<file path="config.mk">
export PLATFORM = sky130hd
export DESIGN_NAME = prns_dist
export DESIGN_NICKNAME = d
export VERILOG_FILES = /design/src/sv/prns_pkg.sv /design/src/sv/prns_dist.sv
export SDC_FILE = /design/constraint.sdc
export NUM_CORES = 2
export LEC_CHECK = 0
export BUFFER_PORTS_ARGS = -buffer_cell sky130_fd_sc_hd__buf_2
export CELL_PAD_IN_SITES_DETAIL_PLACEMENT = 0
export CELL_PAD_IN_SITES_GLOBAL_PLACEMENT = 2
export CORE_ASPECT_RATIO = 1.4
export CORE_MARGIN = 3
export CORE_UTILIZATION = 45
export CTS_BUF_LIST = sky130_fd_sc_hd__clkbuf_2 sky130_fd_sc_hd__clkbuf_4 sky130_fd_sc_hd__clkbuf_8
export CTS_CLUSTER_DIAMETER = 40
export CTS_CLUSTER_SIZE = 30
export DETAILED_ROUTE_END_ITERATION = 7
export PLACE_DENSITY_LB_ADDON = 0.1
export SYNTH_ARGS = -nofsm -noshare
export SYNTH_HDL_FRONTEND = slang
export SYNTH_SLANG_ARGS = --single-unit
</file>
<file path="constraint.sdc">
create_clock -name i_clk -period 24.6 [get_ports i_clk]
set_clock_uncertainty 0.1 [all_clocks]
set_input_delay 2.46 -clock i_clk [delete_from_list [all_inputs] [get_ports i_clk]]
set_output_delay 2.46 -clock i_clk [all_outputs]
set_load 0.05 [all_outputs]
</file>
<file path="src/sv/prns_pkg.sv">
// Shared constants, widths and types of the periodic radius neighbour search unit.
`default_nettype none

package prns_pkg;

    localparam int MAX_PARTICLES  = 4096;
    localparam int MAX_NEIGHBOURS = 64;
    localparam int COORD_BITS     = 20;

    // Field widths fixed by the interface.
    localparam int IDX_W   = 12;
    localparam int CNT_W   = 7;
    localparam int CFG_W   = 20;
    localparam int CFGI_W  = 3;
    localparam int PCNT_W  = 13;

    // Derived widths.
    localparam int AW      = $clog2(MAX_PARTICLES);
    localparam int CW      = $clog2(MAX_PARTICLES + 1);
    localparam int POS_W   = 3 * COORD_BITS;
    localparam int DW      = COORD_BITS + 3;      // signed difference
    localparam int MW      = COORD_BITS + 1;      // corrected magnitude
    localparam int SQ_W    = 2 * MW;
    localparam int SUM_W   = SQ_W + 2;
    localparam int R2_W    = 2 * COORD_BITS;

    // Configuration register indexes.
    localparam logic [CFGI_W-1:0] CFG_BOX_X  = 3'd0;
    localparam logic [CFGI_W-1:0] CFG_BOX_Y  = 3'd1;
    localparam logic [CFGI_W-1:0] CFG_BOX_Z  = 3'd2;
    localparam logic [CFGI_W-1:0] CFG_PMASK  = 3'd3;
    localparam logic [CFGI_W-1:0] CFG_PCOUNT = 3'd4;

    // Command codes.
    localparam logic CMD_LOAD  = 1'b0;
    localparam logic CMD_QUERY = 1'b1;

    // Candidate entering the distance pipeline.
    typedef struct packed {
        logic          v;
        logic [AW-1:0] idx;
    } t_probe;

    // Verdict leaving the distance pipeline.
    typedef struct packed {
        logic          v;
        logic          near;
        logic [AW-1:0] idx;
        logic          busy;
    } t_verdict;

endpackage

`default_nettype wire

</file>
<file path="src/sv/prns_dist.sv">
// Four-stage squared-distance pipeline with minimum-image correction and radius compare.
`default_nettype none

module prns_dist
    import prns_pkg::*;
(
    input  wire logic                  i_clk,
    input  wire logic                  i_rst_n,
    input  wire logic                  i_flush,
    input  wire t_probe                i_probe,
    input  wire logic [POS_W-1:0]      i_pos,
    input  wire logic [POS_W-1:0]      i_query,
    input  wire logic [POS_W-1:0]      i_box,
    input  wire logic [2:0]            i_wrap,
    input  wire logic [R2_W-1:0]       i_r2,
    output t_verdict                   o_verdict
);

    logic                       r_v1, r_v2, r_v3, r_v4;
    logic [AW-1:0]              r_i1, r_i2, r_i3, r_i4;
    logic signed [DW-1:0]       r_d   [3];
    logic [MW-1:0]              r_m   [3];
    logic [SQ_W-1:0]            r_sq  [3];
    logic                       r_near;

    logic signed [DW-1:0]       w_d   [3];
    logic [MW-1:0]              w_m   [3];
    logic [SUM_W-1:0]           w_sum;

    // Stage 1 difference, stage 2 one-shot wrap and magnitude.
    always_comb begin
        for (int a = 0; a < 3; a++) begin
            logic signed [DW-1:0] d1;
            logic signed [DW-1:0] d2;
            logic signed [DW-1:0] bx;
            w_d[a] = $signed({{(DW-COORD_BITS){1'b0}}, i_query[a*COORD_BITS +: COORD_BITS]})
                   - $signed({{(DW-COORD_BITS){1'b0}}, i_pos[a*COORD_BITS +: COORD_BITS]});
            bx = $signed({{(DW-COORD_BITS){1'b0}}, i_box[a*COORD_BITS +: COORD_BITS]});
            d1 = (i_wrap[a] && ((r_d[a] <<< 1) > bx)) ? r_d[a] - bx : r_d[a];
            d2 = (i_wrap[a] && ((d1 <<< 1) < -bx)) ? d1 + bx : d1;
            w_m[a] = d2[DW-1] ? MW'(-d2) : MW'(d2);
        end
        w_sum = SUM_W'(r_sq[0]) + SUM_W'(r_sq[1]) + SUM_W'(r_sq[2]);
    end

    always_ff @(posedge i_clk) begin
        if (!i_rst_n || i_flush) begin
            r_v1 <= 1'b0;
            r_v2 <= 1'b0;
            r_v3 <= 1'b0;
            r_v4 <= 1'b0;
        end else begin
            r_v1 <= i_probe.v;
            r_v2 <= r_v1;
            r_v3 <= r_v2;
            r_v4 <= r_v3;
        end
    end

    always_ff @(posedge i_clk) begin
        r_i1 <= i_probe.idx;
        r_i2 <= r_i1;
        r_i3 <= r_i2;
        r_i4 <= r_i3;
        for (int a = 0; a < 3; a++) begin
            r_d[a]  <= w_d[a];
            r_m[a]  <= w_m[a];
            r_sq[a] <= SQ_W'(r_m[a]) * SQ_W'(r_m[a]);
        end
        r_near <= w_sum < SUM_W'(i_r2);
    end

    assign o_verdict.v    = r_v4;
    assign o_verdict.near = r_near;
    assign o_verdict.idx  = r_i4;
    assign o_verdict.busy = r_v1 | r_v2 | r_v3 | r_v4;

endmodule

`default_nettype wire
</file>
==> run metrics <==
status=completed; unrepaired setup endpoints after global routing=no; Syn Inst Count=roughly 7,100; Req. time, crit path=25.13 ns; setup slack after layout=roughly 14 ns; Levels on crit path=37; CTS tree=done; Initial DRT Pass Iterations=5; pins over their slew limit=0; CP delay by family, top=compound AO/OA/AOI/OAI gates; synthesized area=around 62,000 µm²; synthesized flop and latch total=around 300; Seq/Total Area, Yosys=approximately a tenth; Distinct cells, synth=93; IO Pins=approximately 250; Rows=roughly 160; vias=~48,000; initial antenna violation count=7; Worst-Margin Slew=approximately 1.3 ns; Mean Syn Cell Area=around 9 µm²; die area=143,000 µm²; maximum clock rate=~100 MHz; Setup Viol. Count Final=0; Post-Place Worst Slack=around 14 ns; max cap viols=0; post-route ant nets=0; crit path buf inv count=3; Die X=321 µm; CTS buffer count=51; Root Buffer=clkbuf_8; clock latency on the worst-skew pair=between 0.7 and 0.8 ns; Area growth, synth to finish=7.62%; CP peak stage delay=approximately 0.52 ns; top_reg_cell synth=dfxtp_1; worst hold path class=reg -> reg; GP Congestion=about 0.9; Crit Path Max Fanout=14; CP endpoint=r_m[0][20]; critical path's slowest cell=a211oi_1; Post-synth EDFFs=0; htree depth=2; Worst R2R Path Depth=27; layout cells sized above 1=roughly 7%; total track usage=a little under a quarter; Startpoint Class=input pin; largest net degree at the start of global routing=47; Critical Path AT=between 10 and 15 ns; min Tclk post-route=between 10 and 15 ns; initial core utilization=45.3%; core area=138,000 µm²; reg2reg start=r_m[0][53]; Post-CTS Resized=0; DP HPWL=roughly 140,000 µm; CP Class=in -> reg; Critical path origin=i_box[0]; post-DR vias/cell=5.21; gr ovfl total=0; Critical R2R Capture=r_sq[0][125]; CTS max path bufs=3; routed len/inst=18.3 µm; setup TNS=0 ns; Crit. End Element=flop; vias in the first global route=a little over 50,000; Die Y=447 µm; worst reg-to-reg setup slack=around 16 ns; FFs w/ async S/R, synth=0%; Post-CTS Setup Inserts=0; CTS Hold Bufs=0; Final period util=between 40% and 50%; Buffers on Ports=253; fin nets=9,383; first-pass GRT wire length=between 200,000 and 300,000 µm; yosys warns=0; DR iter-0 viols=roughly 1,800; Slew HR=between 10% and 20%; Detailed Route WL=about 170,000 µm; Sink Count=302; CTS clock-pin slew for the worst setup and hold paths=approximately 0.080 ns; DR DRC count=0; endpoints failing hold=0
-- cell usage in the layout (no fill, tap or decap), types with 26 or more instances in the layout --
| cell | count |
|---|---|
| o21bai_1 | 31 |
| and2_1 | 292 |
| xnor2_1 | 279 |
| or3_1 | 32 |
| o31ai_1 | 27 |
| a21oi_1 | 295 |
| ha_1 | 838 |
| o21a_1 | 81 |
| nand4_1 | 39 |
| xor2_1 | 107 |
| nand3_1 | 98 |
| a31oi_1 | 42 |
| o21ai_0 | 208 |
| o211ai_1 | 29 |
| buf_2 | 253 |
| dfxtp_1 | 302 |
| nor2_1 | 347 |
| clkbuf_8 | 54 |
| and3_1 | 32 |
| fa_1 | 981 |
| nor2b_1 | 59 |
| mux2i_1 | 58 |
| a211oi_1 | 55 |
| nand2_1 | 560 |
| or2_2 | 26 |
| nor3_1 | 95 |
| inv_1 | 1548 |
| nand2b_1 | 51 |
| buf_4 | 70 |
| a21boi_0 | 32 |
| mux2_2 | 30 |
| a21o_1 | 124 |
-- metrics by stage --
| stage | hold WS [ns] | instance area (µm²) | instances | utilization [%] |
|---|---|---|---|---|
| finish | 0.230 | 67100 | 9166 | 48.8 |
| detailed placement | 0.212 | 65800 | 9065 | 47.9 |
| global placement | 0.210 | 65800 | 9065 | 47.9 |
| CTS | 0.231 | 67100 | 9161 | 48.8 |
| global route | 0.239 | 67100 | 9163 | 48.8 |
| floorplan | 0.210 | 62400 | 7100 | - |
-- cell families (layout without fill, tap and decap cells) --
kind of cell | after synthesis | count (layout) | synth area share [%]
AO/OA/AOI/OAI | 1087 | 1087 | 11.4
XOR/XNOR | 386 | 386 | 5.42
flip-flops | 302 | 302 | 9.69
adder cells (fa/ha/maj) | 1819 | 1819 | 48.3
other | 2 | 8 | 0.0120
AND/OR/NAND/NOR | 1715 | 1715 | 13.4
multiplexers | 88 | 88 | 1.47
buffers and inverters | 1700 | 1968 | 10.3
-- cell usage after synthesis (39+ instances only) --
library cell,instances,area share (%)
inv_1,1548,9.3
fa_1,981,31
ha_1,838,17
nand2_1,560,3.4
nor2_1,347,2.1
dfxtp_1,302,9.7
a21oi_1,295,2.4
and2_1,292,2.9
xnor2_1,279,3.9
o21ai_0,208,1.7
clkbuf_1,135,0.81
a21o_1,124,1.5
xor2_1,107,1.5
nand3_1,98,0.79
nor3_1,95,0.76
o21a_1,81,0.97
nor2b_1,59,0.59
mux2i_1,58,0.93
a211oi_1,55,0.66
nand2b_1,51,0.51
a31oi_1,42,0.42
nand4_1,39,0.39
-- worst reg2reg max path, stage by stage, from the launching register on --
cell       delay (ns)
dfxtp_1          1.06
and2_1           0.29
inv_1            0.08
fa_1             0.53
inv_1            0.05
fa_1             0.53
inv_1            0.05
fa_1             0.49
inv_1            0.07
fa_1             0.56
fa_1             0.43
fa_1             0.49
inv_1            0.05
fa_1             0.47
inv_1            0.04
ha_1             0.36
and3_1           0.25
nor2b_1          0.14
a2111oi_1        0.96
a21oi_1          0.23
nor3_1           0.38
o21ai_0          0.22
nand2_1          0.09
o21ai_0          0.14
o21a_1           0.25
nand4_1          0.12
a31oi_1          0.10
xnor2_1          0.14
-- final cells by class --
class / instances / area (µm²)
fillers: 13653 / 70500
flip-flops and latches: 302 / 6050
repair buffers: 323 / 1790
diodes: 5 / 12.5
well taps: 1793 / 2240
inverters: 1549 / 5810
clock buffers: 56 / 758
multi-input cells: 5098 / 49900
clock inverters: 40 / 526
-- worst min-delay path by stage --
stage	endpoint	cells after the start	startpoint
global route	r_i3[2]	0	r_i2[2]
finish	r_i4[3]	0	r_i3[3]
detailed placement	r_i2[5]	0	r_i1[5]
CTS	r_i4[3]	0	r_i3[3]
global placement	r_i3[0]	0	r_i2[0]
floorplan	r_i2[0]	0	r_i1[0]
-- sequential cells by signal, indices dropped and copies added, names as in the netlist --
signal / flops
r_i4: 12
r_m: 63
r_near: 1
r_v1: 1
r_sq: 123
r_i2: 12
r_i1: 12
r_v3: 1
r_i3: 12
r_d: 63
r_v2: 1
r_v4: 1
-- per-layer routing --
layer	track usage (%)	routed length, µm
met5	0	0
met1	26.4	64200
met3	2.32	4960
met4	8.98	7050
met2	46.6	92000
Power is left out: the tool's default activity adds up to more than one toggle a clock period on the data nets, which glitch-free logic cannot reach.
