**src/sv/prns_ram.sv**
```systemverilog
// Generic single-write, single-read RAM with registered read data.
`default_nettype none

module prns_ram #(
    parameter int WIDTH = 8,
    parameter int DEPTH = 16
) (
    input  wire logic                     i_clk,
    input  wire logic                     i_we,
    input  wire logic [$clog2(DEPTH)-1:0] i_waddr,
    input  wire logic [WIDTH-1:0]         i_wdata,
    input  wire logic [$clog2(DEPTH)-1:0] i_raddr,
    output logic      [WIDTH-1:0]         o_rdata
);

    logic [WIDTH-1:0] r_mem [DEPTH];

    always_ff @(posedge i_clk) begin
        if (i_we) begin
            r_mem[i_waddr] <= i_wdata;
        end
        o_rdata <= r_mem[i_raddr];
    end

endmodule

`default_nettype wire

```
**config.mk**
```make
export PLATFORM = sky130hd
export DESIGN_NAME = prns_ram
export DESIGN_NICKNAME = d
export VERILOG_FILES = /design/src/sv/prns_ram.sv
export SDC_FILE = /design/constraint.sdc
export NUM_CORES = 1
export LEC_CHECK = 0
export BUFFER_PORTS_ARGS = -buffer_cell sky130_fd_sc_hd__buf_2
export CAP_MARGIN = 40
export CORE_ASPECT_RATIO = 1.4
export CORE_MARGIN = 10
export CORE_UTILIZATION = 55
export DETAILED_ROUTE_END_ITERATION = 8
export GPL_TIMING_DRIVEN = 1
export HOLD_SLACK_MARGIN = 0.05
export PLACE_DENSITY = 0.8
export RECOVER_POWER = 25
export SLEW_MARGIN = 10
export SYNTH_ARGS = -nofsm -noshare
export SYNTH_HDL_FRONTEND = slang
export SYNTH_SLANG_ARGS = --single-unit
```
**constraint.sdc**
```tcl
create_clock -name i_clk -period 4.7 [get_ports i_clk]
set_input_delay 1.175 -clock i_clk [delete_from_list [all_inputs] [get_ports i_clk]]
set_output_delay 1.175 -clock i_clk [all_outputs]
set_load 0.03 [all_outputs]
```
==> results of run 1 <==
==> layout make-up <==
type | instances | area, um^2
flip-flops and latches | 136 | 4000
clock buffers | 21 | 440
clock inverters | 11 | 82.6
fillers | 566 | 3120
multi-input cells | 83 | 1060
repair buffers | 39 | 233
well taps | 107 | 134
==> routing by layer <==
metal / up-vias / GRT usage [%]
li1: 1074 / -
met1: 1243 / 18.7
met2: 96 / 25.2
met3: 23 / 5.41
met4: 0 / 8.29
met5: - / 0
==> cell usage after synthesis <==
cell	instances	area share (%)
dfxtp_1	8	3.1
nor3_1	4	0.39
nor2b_1	1	0.12
mux4_1	14	7.1
edfxtp_1	128	75
nand3b_1	2	0.29
nand2b_1	2	0.24
clkdlybuf4s25_2	3	0.58
and2b_1	1	0.15
and2_1	1	0.12
buf_4	1	0.15
nand2_1	9	0.66
nand3_1	1	0.097
mux4_2	18	7.9
a22oi_1	16	2.3
or3b_2	1	0.17
nor2_1	13	0.95
buf_2	3	0.29
buf_6	3	0.66
==> cell families (layout without fill, tap and decap cells) <==
logic type,after synthesis,after routing
flops,136,136
compound gates,16,16
buf+inv,10,71
mux,32,32
simple gates,35,35
==> flip-flops by register name, indices dropped and copies added (netlist names) <==
register and count:
r_mem 128, o_rdata 8
==> critical path: cells and delay by family <==
kind                   cells  cell delay, ps
buffers and inverters      2             430
and+or+nand+nor            2            1190
==> worst max-delay path by stage <==
stage / start / slack, ps / depth (start not counted) / endpoint
after global routing: i_waddr[2] / 1930 / 4 / r_mem[0][2]$_DFFE_PP_
after detailed placement: i_waddr[2] / 1560 / 4 / r_mem[0][1]$_DFFE_PP_
after floorplan: i_waddr[2] / 2030 / 2 / r_mem[0][0]$_DFFE_PP_
after CTS: i_waddr[2] / 1980 / 4 / r_mem[0][2]$_DFFE_PP_
after global placement: i_waddr[2] / 1520 / 3 / r_mem[0][2]$_DFFE_PP_
final: i_waddr[2] / 2020 / 4 / r_mem[0][2]$_DFFE_PP_
==> through the flow <==
step / instances / util, % / power (mW) / setup slack, ps
5_1_grt: 397 / 65.6 / 2.74 / 1930
2_1_floorplan: 229 / - / 1.47 / 2030
4_1_cts: 397 / 65.7 / 2.68 / 1980
3_3_place_gp: 353 / 58.8 / 1.52 / 1520
6_report: 397 / 65.6 / 2.66 / 2020
3_5_place_dp: 365 / 59.9 / 1.53 / 1560
==> power groups by stage <==
| stage | combinational (mW) | sequential, mW | clock (mW) |
|---|---|---|---|
| final | 0.137 | 1.37 | 1.16 |
| after global routing | 0.148 | 1.37 | 1.23 |
| after CTS | 0.140 | 1.37 | 1.17 |
| after detailed placement | 0.138 | 1.39 | 0 |
| after global placement | 0.130 | 1.39 | 0 |
| after floorplan | 0.0688 | 1.40 | 0 |
==> summary.md, run 1 <==
| Metric | Value |
|---|---|
| Placer Congestion | `0.793` |
| Adder-Cell Fraction of Synth Area | `0%` |
| Post-Synth Simple-Gate Area | `3.18%` |
| XOR/XNOR Fraction of Synth Area | `0%` |
| Syn_area_per_cell | `22.5 um^2` |
| Nets | `295` |
| Setup TNS | `0 ps` |
| Status | `completed` |
| Total gr overflow | `0` |
| Combinational power share | `5.2%` |
| Crit. End Element | `flop` |
| RR Startpoint | `r_mem[9][4]$_DFFE_PP_` |
| Cell seen most often among critical-path stages | `buf_2` |
| R2R depth | `3` |
| Hold crit path type | `reg -> reg` |
| Die width | `102 um` |
| Area grow syn2layout | `15.7%` |
| Vias in the first global route | `2603` |
| Total die area | `13700 um^2` |
| Reg clk slew, reported paths | `50 ps` |
| CTS tree | `yes` |
| Critical path arrival | `2790 ps` |
| Startpoint types | `primary input` |
| Routed wl met2 | `5.14 mm` |
| # IOs | `26` |
| Global-route usage over all layers | `15.9%` |
| Min-Delay Path Depth | `3` |
| Fmax achieved | `373 MHz` |
| DR top layer | `met4` |
| TritonRoute pass-1 iters | `5` |
| Post-Syn Nets | `247` |
| Pins Over Slew Limit | `0` |
| CP Cell Sequence | `buf_2 > or3b_2 > nor3_1 > buf_2` |
| Later-pin clock latency in the skew report | `400 ps` |
| WL met1 | `3.96 mm` |
| Hold wc startpoint | `r_mem[14][2]$_DFFE_PP_` |
| Pwr/cell area | `447 nW/um^2` |
| CTS Hold Bufs | `0` |
| H-Tree Depth | `4` |
| Tcrit/Tclk final | `57.1%` |
| Net Sw Frac | `20.2%` |
| Slowest library cell on the worst path | `nor3_1` |
| FF-to-FF setup slack | `3280 ps` |
| Syn Inst Count | `229` |
| Initial antenna violation count | `0` |
| Leading cell types in the layout, fill and taps excluded | `edfxtp_1 (128), buf_2 (20), mux4_2 (18), clkbuf_16 (17), a22oi_1 (16)` |
| Starting Density | `56.7%` |
| Dpl hpwl | `6.43 mm` |
| Worst vdd ir | `0.284 mV` |
| Net Switching | `538 uW` |
| Seq pwr share | `51.3%` |
| Cts bufs inserted | `17` |
| Mux contribution to synthesized area | `15.0%` |
| Worst-Margin Slew | `855 ps` |
| Unique cell type count in the Yosys netlist | `19` |
| Crit Path Class | `in -> reg` |
| Largest family of logic cells by synthesized area | `multiplexers` |
| Share of cells above drive strength 1 | `27.2%` |
| Die Ht | `134 um` |
| Post-cts gate resize count | `0` |
| Final ANT Viol Nets | `0` |
| Commonest non-fill, non-tap cell in the layout | `edfxtp_1` |
| Hold Path Sink | `o_rdata[2]$_DFF_P_` |
| YS warnings | `0` |
| Via Count | `2436` |
| Post-Syn Area | `5150 um^2` |
| FF+latch count, synth | `136` |
| Average vias per placed instance | `6.14` |
| Fin Hold WS | `678 ps` |
| WL met3 | `550 um` |
| Fin area | `5960 um^2` |
| Post-DP Area | `5440 um^2` |
| Compound-Gate Fraction of Synth Area | `2.33%` |
| CP max stage delay | `680 ps` |
| Clock Power Share | `43.6%` |
| Relative slew slack | `42.5%` |
| Seq/Total Area, Yosys | `77.8%` |
| Critical Path RT | `4810 ps` |
| CTS max path bufs | `2` |
| Final Hold Viols | `0` |
| Placeable core area | `9080 um^2` |
| Antenna fix cells | `0` |
| Peak fanout along the critical path | `5` |
| Largest net degree at the start of global routing | `33` |
| First-pass GRT wire length | `15.5 mm` |
| I/O Buffers | `25` |
| Clock sink count | `136` |
| Total wire length | `9.97 mm` |
| RSZ-0062 raised after global routing | `false` |
| P_leak | `2.01 nW` |
| Drt drc | `0` |
| # rows | `41` |
| Fin crit period | `2680 ps` |
| Drt first-iter violations | `220` |
| Wire per inst | `25.1 um` |
| Final clock skew | `5.92 ps` |
| Final setup vio count | `0` |
| Worst r2r dst | `o_rdata[4]$_DFF_P_` |
| Postcts setup bufs | `0` |
| Maxcap violations | `0` |
| Int Pwr | `2.12 mW` |
| CTS root buf | `clkbuf_16` |
Power figures use the tool's default switching activity.
==> run 2, diff against run 1 <==
CORE_UTILIZATION = 54   (was 55)
PLACE_DENSITY = 0.81   (was 0.8)
clock period = 2.4 ns   (was 4.7 ns; I/O delays follow)
==> summary.md, run 2 (synthesized netlist as in run 1, its figures left out) <==
| Metric | Value |
|---|---|
| Average vias per placed instance | `6.08` |
| Reg area | `4000 um^2` |
| Setup TNS | `0 ps` |
| # IOs | `26` |
| Share of cells above drive strength 1 | `29.7%` |
| Area grow syn2layout | `18.9%` |
| Status | `completed` |
| Wire per inst | `24.7 um` |
| Dpl hpwl | `6.15 mm` |
| Final ANT Viol Nets | `0` |
| Vias in the first global route | `2577` |
| I/O Buffers | `25` |
| R2R depth | `3` |
| DP Worst Slack | `373 ps` |
| # rows | `42` |
| CTS tree | `yes` |
| Min-Delay Path Depth | `1` |
| Reg with most FFs | `r_mem` |
| Clock sink count | `136` |
| Total die area | `13900 um^2` |
| Hold wc startpoint | `i_wdata[5]` |
| Fmax achieved | `596 MHz` |
| Critical path arrival | `1970 ps` |
| Final setup vio count | `0` |
| Post-cts gate resize count | `0` |
| CTS root buf | `clkbuf_16` |
| Total gr overflow | `0` |
| Final Hold Viols | `0` |
| Fin area | `6120 um^2` |
| Final clock skew | `8.20 ps` |
| First-pass GRT wire length | `15.2 mm` |
| Starting Density | `54.7%` |
| Worst vdd ir | `0.560 mV` |
| Postcts setup bufs | `0` |
| FF-to-FF setup slack | `1010 ps` |
| Fillers | `592` |
| Critical Path RT | `2690 ps` |
| Drt drc | `0` |
| P_leak | `2.10 nW` |
| Nets | `301` |
| H-Tree Depth | `4` |
| CP max stage delay | `610 ps` |
| Later-pin clock latency in the skew report | `410 ps` |
| Critical Path Source | `i_raddr[0]` |
| Largest net degree at the start of global routing | `33` |
| Leading cell types in the layout, fill and taps excluded | `edfxtp_1 (128), buf_2 (19), mux4_2 (18), buf_4 (18), clkbuf_16 (17)` |
| Placer Congestion | `0.729` |
| Via Count | `2470` |
| Hold crit path type | `in -> reg` |
| Fin crit period | `1680 ps` |
| Multi-input gate area | `1060 um^2` |
| CTS Hold Bufs | `0` |
| CP Cell Sequence | `buf_2 > buf_12 > mux4_1 > a22oi_1 > nand2_1` |
| Startpoint types | `primary input` |
| RSZ-0062 raised after global routing | `false` |
| Cts bufs inserted | `17` |
| Placeable core area | `9410 um^2` |
| CTS max path bufs | `2` |
| Antenna fix cells | `0` |
| Initial antenna violation count | `0` |
| Global-route usage over all layers | `15.6%` |
| Total wire length | `10.0 mm` |
| Peak fanout along the critical path | `32` |
| Crit. End Element | `flop` |
| Pwr/cell area | `918 nW/um^2` |
| RR Startpoint | `r_mem[1][0]$_DFFE_PP_` |
| Final WS setup | `723 ps` |
| Die width | `103 um` |
| Maxcap violations | `0` |
| Die Ht | `136 um` |
| Relative slew slack | `52.5%` |
| Crit Path Class | `in -> reg` |
| Worst r2r dst | `o_rdata[0]$_DFF_P_` |
| Hold Path Sink | `r_mem[4][5]$_DFFE_PP_` |
| TritonRoute pass-1 iters | `4` |
| Pins Over Slew Limit | `0` |
| Post-DP Area | `5500 um^2` |
| Slowest library cell on the worst path | `mux4_1` |
| Max reg flops | `128` |
| Tcrit/Tclk final | `69.9%` |
| Commonest non-fill, non-tap cell in the layout | `edfxtp_1` |
| Drt first-iter violations | `146` |
| Biggest regs | `r_mem (128), o_rdata (8)` |
| Worst-Margin Slew | `710 ps` |
| Reg clk slew, reported paths | `50 ps` |
==> run 2: cell types whose count changed in the layout (fill, tap and decap cells not counted), sizes merged <==
cell / before / now
bufinv: 1 / 3
clkinvlp: 2 / 1
clkinv: 8 / 3
clkbuf: 27 / 31
buf: 33 / 39
==> run 2: power breakdown <==
group          internal [mW]  switching [mW]  total [mW]
Sequential              2.66          0.0171        2.68
Clock                   1.79           0.878        2.67
Combinational          0.105           0.166       0.271
==> run 2: layout make-up <==
class / instances / area share (%)
flip-flops and latches: 136 / 65.4
clock inverters: 7 / 1.84
repair buffers: 45 / 4.78
clock buffers: 25 / 8.42
well taps: 110 / 2.25
multi-input cells: 83 / 17.3
==> run 2: through the flow <==
step                utilization, %  hold slack [ps]  power [mW]  instances
detailed placement            58.5              658        2.99        374
floorplan                        -              629        2.88        229
global route                  65.1              580        5.78        406
finish                        65.1              583        5.62        406
global placement              58.5              650        2.98        374
CTS                           65.1              558        5.66        406
==> run 2: worst max-delay path by stage <==
stage                            end  slack (ps)  depth (start not counted)
2_1_floorplan  r_mem[0][0]$_DFFE_PP_         310                          2
3_3_place_gp      o_rdata[5]$_DFF_P_         380                          5
3_5_place_dp      o_rdata[5]$_DFF_P_         370                          5
4_1_cts           o_rdata[0]$_DFF_P_         730                          5
5_1_grt           o_rdata[0]$_DFF_P_         710                          5
6_report          o_rdata[0]$_DFF_P_         720                          5
==> run 2: critical path: cells and delay by family <==
| kind | cells | cell delay, ps |
|---|---|---|
| AOI/OAI and AO/OA | 1 | 310 |
| buffers and inverters | 2 | 350 |
| muxes | 1 | 610 |
| and+or+nand+nor | 1 | 80 |
==> run 2: metal layers <==
metal  vias to the layer above  wire [um]  global-route usage [%]
li1                       1078          -                       -
met1                      1268       3780                    18.2
met2                       116       5400                    24.5
met3                         8        705                    6.38
met4                         0        125                    7.47
met5                         -          0                       0
